**src/ttws_pkg.sv**
```systemverilog
// ttws_pkg: shared types, constants and helpers of the text terminal with scrollback.
// Used by every module of the block; depends on nothing.
package ttws_pkg;

   // Default sizes
   localparam int LINE_WIDTH_DEF    = 80;
   localparam int HISTORY_LINES_DEF = 1024;
   localparam int MAX_ROWS_DEF      = 50;

   // Character codes
   localparam logic [7:0] CHAR_NEWLINE   = 8'd10;
   localparam logic [7:0] CHAR_BACKSPACE = 8'd8;
   localparam logic [7:0] CHAR_SPACE     = 8'h20;

   // Scrolled-view marker
   localparam int         MARK_LEN  = 10;
   localparam logic [7:0] MARK_ATTR = 8'hB0;

   // Register reset values
   localparam logic [7:0]  RESET_COLOR = 8'd7;
   localparam logic [5:0]  RESET_ROWS  = 6'd25;
   localparam logic [15:0] RESET_BLANK = {RESET_COLOR, CHAR_SPACE};

   // Register indexes
   localparam logic CSR_TEXT_COLOR  = 1'b0;
   localparam logic CSR_SCREEN_ROWS = 1'b1;

   // Request opcodes
   typedef enum logic [1:0] {
      OP_PUT  = 2'd0,
      OP_UP   = 2'd1,
      OP_DOWN = 2'd2,
      OP_READ = 2'd3
   } op_type;

   typedef struct packed {
      logic [1:0] mode;
      logic [7:0] char_code;
      logic [5:0] read_row;
      logic [6:0] read_column;
   } req_type;

   typedef struct packed {
      logic [5:0]  cursor_row;
      logic [6:0]  cursor_column;
      logic [11:0] cursor_address;
      logic        view_scrolled;
      logic [9:0]  view_offset;
      logic [15:0] cell_value;
   } rsp_type;

   // Classified request as it sits in the queue
   typedef struct packed {
      op_type     op;
      logic [7:0] char_code;
      logic [5:0] read_row;
      logic [6:0] read_column;
   } qent_type;

   // Characters of "[SCROLLED]"
   function automatic logic [7:0] mark_char(input logic [3:0] idx);
      logic [7:0] c;
      case (idx)
         4'd0:    c = 8'h5B;
         4'd1:    c = 8'h53;
         4'd2:    c = 8'h43;
         4'd3:    c = 8'h52;
         4'd4:    c = 8'h4F;
         4'd5:    c = 8'h4C;
         4'd6:    c = 8'h4C;
         4'd7:    c = 8'h45;
         4'd8:    c = 8'h44;
         4'd9:    c = 8'h5D;
         default: c = CHAR_SPACE;
      endcase
      return c;
   endfunction

endpackage

```
**src/ttws_front.sv**
```systemverilog
// ttws_front: request intake; classifies each request and holds it in a two-entry queue.
// Depends on ttws_pkg.
module ttws_front
   import ttws_pkg::*;
(
   input  logic     clock,
   input  logic     reset,
   input  logic     req_valid,
   output logic     req_ready,
   input  req_type  req_data,
   output logic     q_valid,
   output qent_type q_data,
   input  logic     q_pop
);

   qent_type   slot_ff [2];
   logic       wr_ptr_ff, wr_ptr_in;
   logic       rd_ptr_ff, rd_ptr_in;
   logic [1:0] count_ff, count_in;
   logic       push;
   qent_type   ent;

   // Decode mode into an opcode
   always_comb begin
      case (req_data.mode)
         OP_PUT:  ent.op = OP_PUT;
         OP_UP:   ent.op = OP_UP;
         OP_DOWN: ent.op = OP_DOWN;
         default: ent.op = OP_READ;
      endcase
      ent.char_code   = req_data.char_code;
      ent.read_row    = req_data.read_row;
      ent.read_column = req_data.read_column;
   end

   assign req_ready = (count_ff != 2'd2);
   assign push      = req_valid && req_ready;
   assign q_valid   = (count_ff != 2'd0);
   assign q_data    = slot_ff[rd_ptr_ff];

   // Pointer and count update
   always_comb begin
      wr_ptr_in = push ? !wr_ptr_ff : wr_ptr_ff;
      rd_ptr_in = (q_pop && q_valid) ? !rd_ptr_ff : rd_ptr_ff;
      count_in  = count_ff + {1'b0, push} - {1'b0, q_pop && q_valid};
   end

   always_ff @(posedge clock) begin
      if (reset) begin
         wr_ptr_ff <= 1'b0;
         rd_ptr_ff <= 1'b0;
         count_ff  <= 2'd0;
      end else begin
         wr_ptr_ff <= wr_ptr_in;
         rd_ptr_ff <= rd_ptr_in;
         count_ff  <= count_in;
      end
   end

   // Queue storage
   always_ff @(posedge clock) begin
      if (push) slot_ff[wr_ptr_ff] <= ent;
   end

endmodule

```
**config.mk**
```make
export PLATFORM = sky130hd
export DESIGN_NAME = ttws_front
export DESIGN_NICKNAME = d
export VERILOG_FILES = /design/src/ttws_pkg.sv /design/src/ttws_front.sv
export SDC_FILE = /design/constraint.sdc
export NUM_CORES = 1
export LEC_CHECK = 0
export BUFFER_PORTS_ARGS = -buffer_cell sky130_fd_sc_hd__buf_2
export CAP_MARGIN = 20
export CELL_PAD_IN_SITES_DETAIL_PLACEMENT = 0
export CELL_PAD_IN_SITES_GLOBAL_PLACEMENT = 1
export CORE_MARGIN = 8
export CORE_UTILIZATION = 42
export DETAILED_ROUTE_END_ITERATION = 8
export PLACE_DENSITY = 0.87
export SLEW_MARGIN = 0
export SYNTH_ARGS = -nofsm -noshare
export SYNTH_HDL_FRONTEND = slang
export SYNTH_SLANG_ARGS = --single-unit
```
**constraint.sdc**
```tcl
create_clock -name clock -period 2.1 [get_ports clock]
set_input_delay 0.21 -clock clock [delete_from_list [all_inputs] [get_ports clock]]
set_output_delay 0.21 -clock clock [all_outputs]
set_load 0.02 [all_outputs]
```
After elaboration in Yosys (flattened, before gate mapping). Memory sizes are Yosys's and may differ from the RTL's. A register that Yosys moved wholly into a read port is not among the register bits. Index checks and enable logic that the tools add are counted.

Reduce and logical (&&, ||, !) cells: 6. Multiplexer cells: 5. Add/subtract/negate cells: 2. Equality and inequality tests: 3.

Operator list (number): $pmux W2 S3 (1); $mux W1 (4); $add A2 B1 Y2 (1); $eq A2 B1 Y1 const B (1); $eq A2 B2 Y1 const B (1); $logic_and A1 B1 Y1 (2); $logic_not A1 Y1 (2); $logic_not A2 Y1 (1); $ne A2 B2 Y1 const B (1); $reduce_bool A2 Y1 (1); $sub A2 B1 Y2 (1).

Memories: 1. Bits of input ports: 27. Output and inout port bits: 25. Flip-flop bits (word level): 4. RAM bits: 46. Logic and storage cells: 20.

Memory list: slot_ff (words 2, width 23, rd ports 1, clocked after Yosys merged registers in 1, write ports 1, line ttws_front.sv:16) `qent_type slot_ff [2];`.

Longest topological paths before layout.
Depth in word-level cells: 4. Mapped depth: 6. Depth with buffers taken out: 6.

Worst setup path before layout. No wires, ideal clock.

Path kind: reg-to-reg. Start: register count_ff[0]. End: memory slot_ff[1][0] (netlist bit) (enable). Stages on the path, launching flop included: 3. Buffers on the path: 0. Library setup time: 382 ps. Slack: 342 ps. Data arrival time: 1377 ps. Data required time: 1718 ps. Clock period less this slack: 1758 ps. Cell sequence: dfxtp_1 nand2b_1 and3_1.

Longest elaborated chain between the ends: 4.

RTL lines: start: declaration (line ttws_front.sv:19) `logic [1:0] count_ff, count_in;`; start signal: assignment (line ttws_front.sv:56) `count_ff <= count_in;`; $ne A2 B2 Y1 (line ttws_front.sv:36) `assign req_ready = (count_ff != 2'd2);`; net req_ready (line ttws_front.sv:9) `output logic req_ready,`; $logic_and A1 B1 Y1 (line ttws_front.sv:37) `assign push = req_valid && req_ready;`; $mux W1 (line ttws_front.sv:62) `if (push) slot_ff[wr_ptr_ff] <= ent;`; $mux W1 (not written as such) (line ttws_front.sv:62); end: declaration (line ttws_front.sv:16).

The timed path passes the listed nets, and every way through them passes these cells.

Worst setup path in the final report.
Start: register count_ff[1]. End: register count_ff[1].

Longest elaborated chain between the ends: 4. Elaborated cells between the ends (all ways): 6. Those cells by class: 2 x add/sub; 1 x eq/ne; 3 x reduce/logical.

RTL lines: $ne A2 B2 Y1 (line ttws_front.sv:36); $logic_and A1 B1 Y1 (line ttws_front.sv:37); $add A2 B1 Y2 (line ttws_front.sv:45) `count_in = count_ff + {1'b0, push} - {1'b0, q_pop && q_valid};`; $sub A2 B1 Y2 * (line ttws_front.sv:45).

Mark *: on every way between the ends. The rest lies on a longest branch, timed or not. A chain may end at the register's enable or synchronous reset.

==> key figures <==
Finish
  – Diodes inserted: 0
  – Fin nets: 190
  – Final std cells w/o fill: 215
  – Share of cells above drive strength 1: 54.6%
  – Area grow syn2layout: 22.6%
  – Final core occ: 53.6%

CTS
  – Hold buffer count at CTS: 0
  – Clock Tree Root: clkbuf_8
  – Bufs on Longest Clock Path: 2
  – Post-cts resize count: 0
  – CTS tree: yes
  – Num CTS Buffers: 5
  – Reg clk slew, reported paths: 0.09 ns
  – Clk sinks: 51
  – Clock latency on the worst-skew pair: 0.29 ns
  – Setup bufs post-CTS: 0
  – H-tree depth: 2

Setup path
  – Setup slack, reg-to-reg: 0.40 ns
  – Crit-path max FO: 7
  – CP Capture Type: flip-flop
  – Critical path arrival: 1.89 ns
  – Critical Path Source Type: flip-flop
  – Reg2Reg Depth: 6
  – Worst r2r dst: count_ff[1]$_SDFF_PP0_
  – Crit path kind: flip-flop to flip-flop
  – FF-to-FF Start: count_ff[1]$_SDFF_PP0_
  – Worst Path Required: 2.28 ns

Min path
  – Hold WC Path Type: primary input to flip-flop
  – Worst hold start: req_data[17]
  – Worst Hold Depth: 1
  – Hold worst-path end: slot_ff[0][17]$_DFFE_PP_

Die
  – Die footprint: 0.00698 mm²
  – Initial core utilization: 43.7%
  – CORE AREA: 0.00438 mm²
  – I/O pin total: 52
  – Die Span X: 83.5 µm
  – Die Y: 83.5 µm
  – Number of cell rows: 24

Synthesis
  – Synth unique cells: 23
  – EDFF count, synth: 46
  – Syn_nets: 130
  – Average size of a mapped cell: 18.8 µm²
  – Post-synthesis cell count: 102
  – Synth async-reset ratio: 0%
  – Most used DFF post-synth: edfxtp_1
  – Synthesis Warnings: 0
  – Seq cells post-synth: 51
  – Cell Area, Synth: 0.00192 mm²
  – Sequential area share after synthesis: 77.3%

STA
  – Hold Vio Cnt, Final: 0
  – Period utilisation layout: 81.1%
  – Pins Over Slew Limit: 0
  – Clock skew: 0.00555 ns
  – RSZ-0062 raised after global routing: false
  – Relative slew slack: 78.3%
  – Max Clock Freq: 0.587 GHz
  – Final Critical Period: 1.70 ns
  – Slew @ Worst Pin: 0.323 ns
  – Post-route setup TNS: 0 ns
  – Final setup vio count: 0

Drt
  – Vias: 1056
  – Drt pass-1 iters: 4
  – Routed wire length: 3.65 mm
  – Residual DRC: 0
  – Vias/cell: 4.91
  – Remaining antenna violation count: 0
  – Wire length per cell: 17.0 µm
  – DR iter-0 viols: 93

Global routing
  – Overall Global Routing Usage: 10.6%
  – Vias in the first global route: 1188
  – Largest net degree at the start of global routing: 16
  – First-pass GRT wire length: 5.73 mm
  – Remaining Overflow, GRT: 0
  – Initial antenna violation count: 0

Power
  – Maximum vdd drop: 0.000422 V
  – Leak Pwr: 0.000907 µW
  – Power per Cell Area: 1060 mW/mm²

Place
  – GPL Wtd Cong: 0.705
  – IO Port Bufs: 51
  – Inst Count DP: 207
  – Hpwl dp: 2.71 mm

Run status
  – Status: complete, no violations

Flow run
  – Max_cap viols: 0
## synthesized netlist by cell type (2+ instances only)
| cell | instances | area share [%] |
|---|---|---|
| nor2b_1 | 2 | 0.65 |
| mux2_2 | 23 | 14 |
| dfxtp_1 | 5 | 5.2 |
| buf_2 | 2 | 0.52 |
| edfxtp_1 | 46 | 72 |
| clkbuf_1 | 2 | 0.39 |
| nor2_1 | 5 | 0.98 |
| o21ai_0 | 2 | 0.52 |
## power breakdown
| group | internal [µW] | total (µW) | switching (µW) | leakage [µW] |
|---|---|---|---|---|
| Clock | 233 | 531 | 298 | 0.0000412 |
| Combinational | 292 | 689 | 396 | 0.000394 |
| Sequential | 1230 | 1280 | 44.6 | 0.000472 |
| Total | 1760 | 2500 | 739 | 0.000907 |
## critical path, cell delays in order, from the launching register on
cell      delay, ns
dfxtp_1        0.44
nor2b_1        0.08
a211oi_1       0.32
nor2_1         0.11
ha_1           0.21
and2b_1        0.15
mux2_1         0.28
## cells by family (layout without fill, tap and decap cells)
group           count (synthesis)  after routing  share of synthesized area (%)
simple gates                   13             13                           3.66
fa+ha+maj                       1              1                          0.653
mux                            24             24                           14.1
buf+inv                         5             66                           1.11
compound gates                  7              7                           2.68
xor+xnor                        1              1                          0.457
flops                          51             51                           77.3
## per-layer routing
metal	vias to the layer above	global-route usage [%]	wire length, µm
met5	-	0	0
li1	506	-	-
met4	0	4.40	53
met3	4	5.57	280
met2	37	18.0	1880
met1	509	10.8	1440
## registers in the layout, summed over array words and instances, names as in the netlist, named ones only
signal,count
count_ff,2
wr_ptr_ff,1
rd_ptr_ff,1
slot_ff,46
## through the flow
stage          power [µW]  hold slack, ns  cell area [µm²]  setup slack (ns)
2_1_floorplan        1760           0.279             1920             0.342
3_3_place_gp         1970           0.399             2260             0.622
3_5_place_dp         2000           0.404             2260             0.468
4_1_cts              2530          0.0897             2350             0.458
5_1_grt              2630          0.0756             2350             0.281
6_report             2500          0.0986             2350             0.398
## cell usage in the layout, fill, tap and decap left out, drive strengths merged, types with 2 or more instances in the layout
master / n
a21bo: 2
buf: 57
clkbuf: 6
dfxtp: 5
edfxtp: 46
mux2: 24
nor2: 5
nor2b: 2
o21ai: 2
## area by class of cell
class / instances / area (µm²)
inverter: 1 / 3.75
clock inverter: 2 / 12.5
clock buffer: 6 / 72.6
sequential: 51 / 1480
fill: 373 / 2040
tap: 52 / 65.1
multi-input combinational: 46 / 413
timing repair buffer: 57 / 300
## worst max-delay path by stage
stage | startpoint | endpoint | slack [ns] | cells past startpoint
after floorplan | count_ff[0]$_SDFF_PP0_ | slot_ff[1][0]$_DFFE_PP_ | 0.34 | 2
after global placement | req_valid | count_ff[1]$_SDFF_PP0_ | 0.62 | 7
after CTS | count_ff[1]$_SDFF_PP0_ | count_ff[1]$_SDFF_PP0_ | 0.46 | 6
after detailed placement | req_valid | count_ff[1]$_SDFF_PP0_ | 0.47 | 7
final | count_ff[1]$_SDFF_PP0_ | count_ff[1]$_SDFF_PP0_ | 0.40 | 6
after global routing | count_ff[1]$_SDFF_PP0_ | count_ff[1]$_SDFF_PP0_ | 0.28 | 6
(Power assumes the default switching activity.)
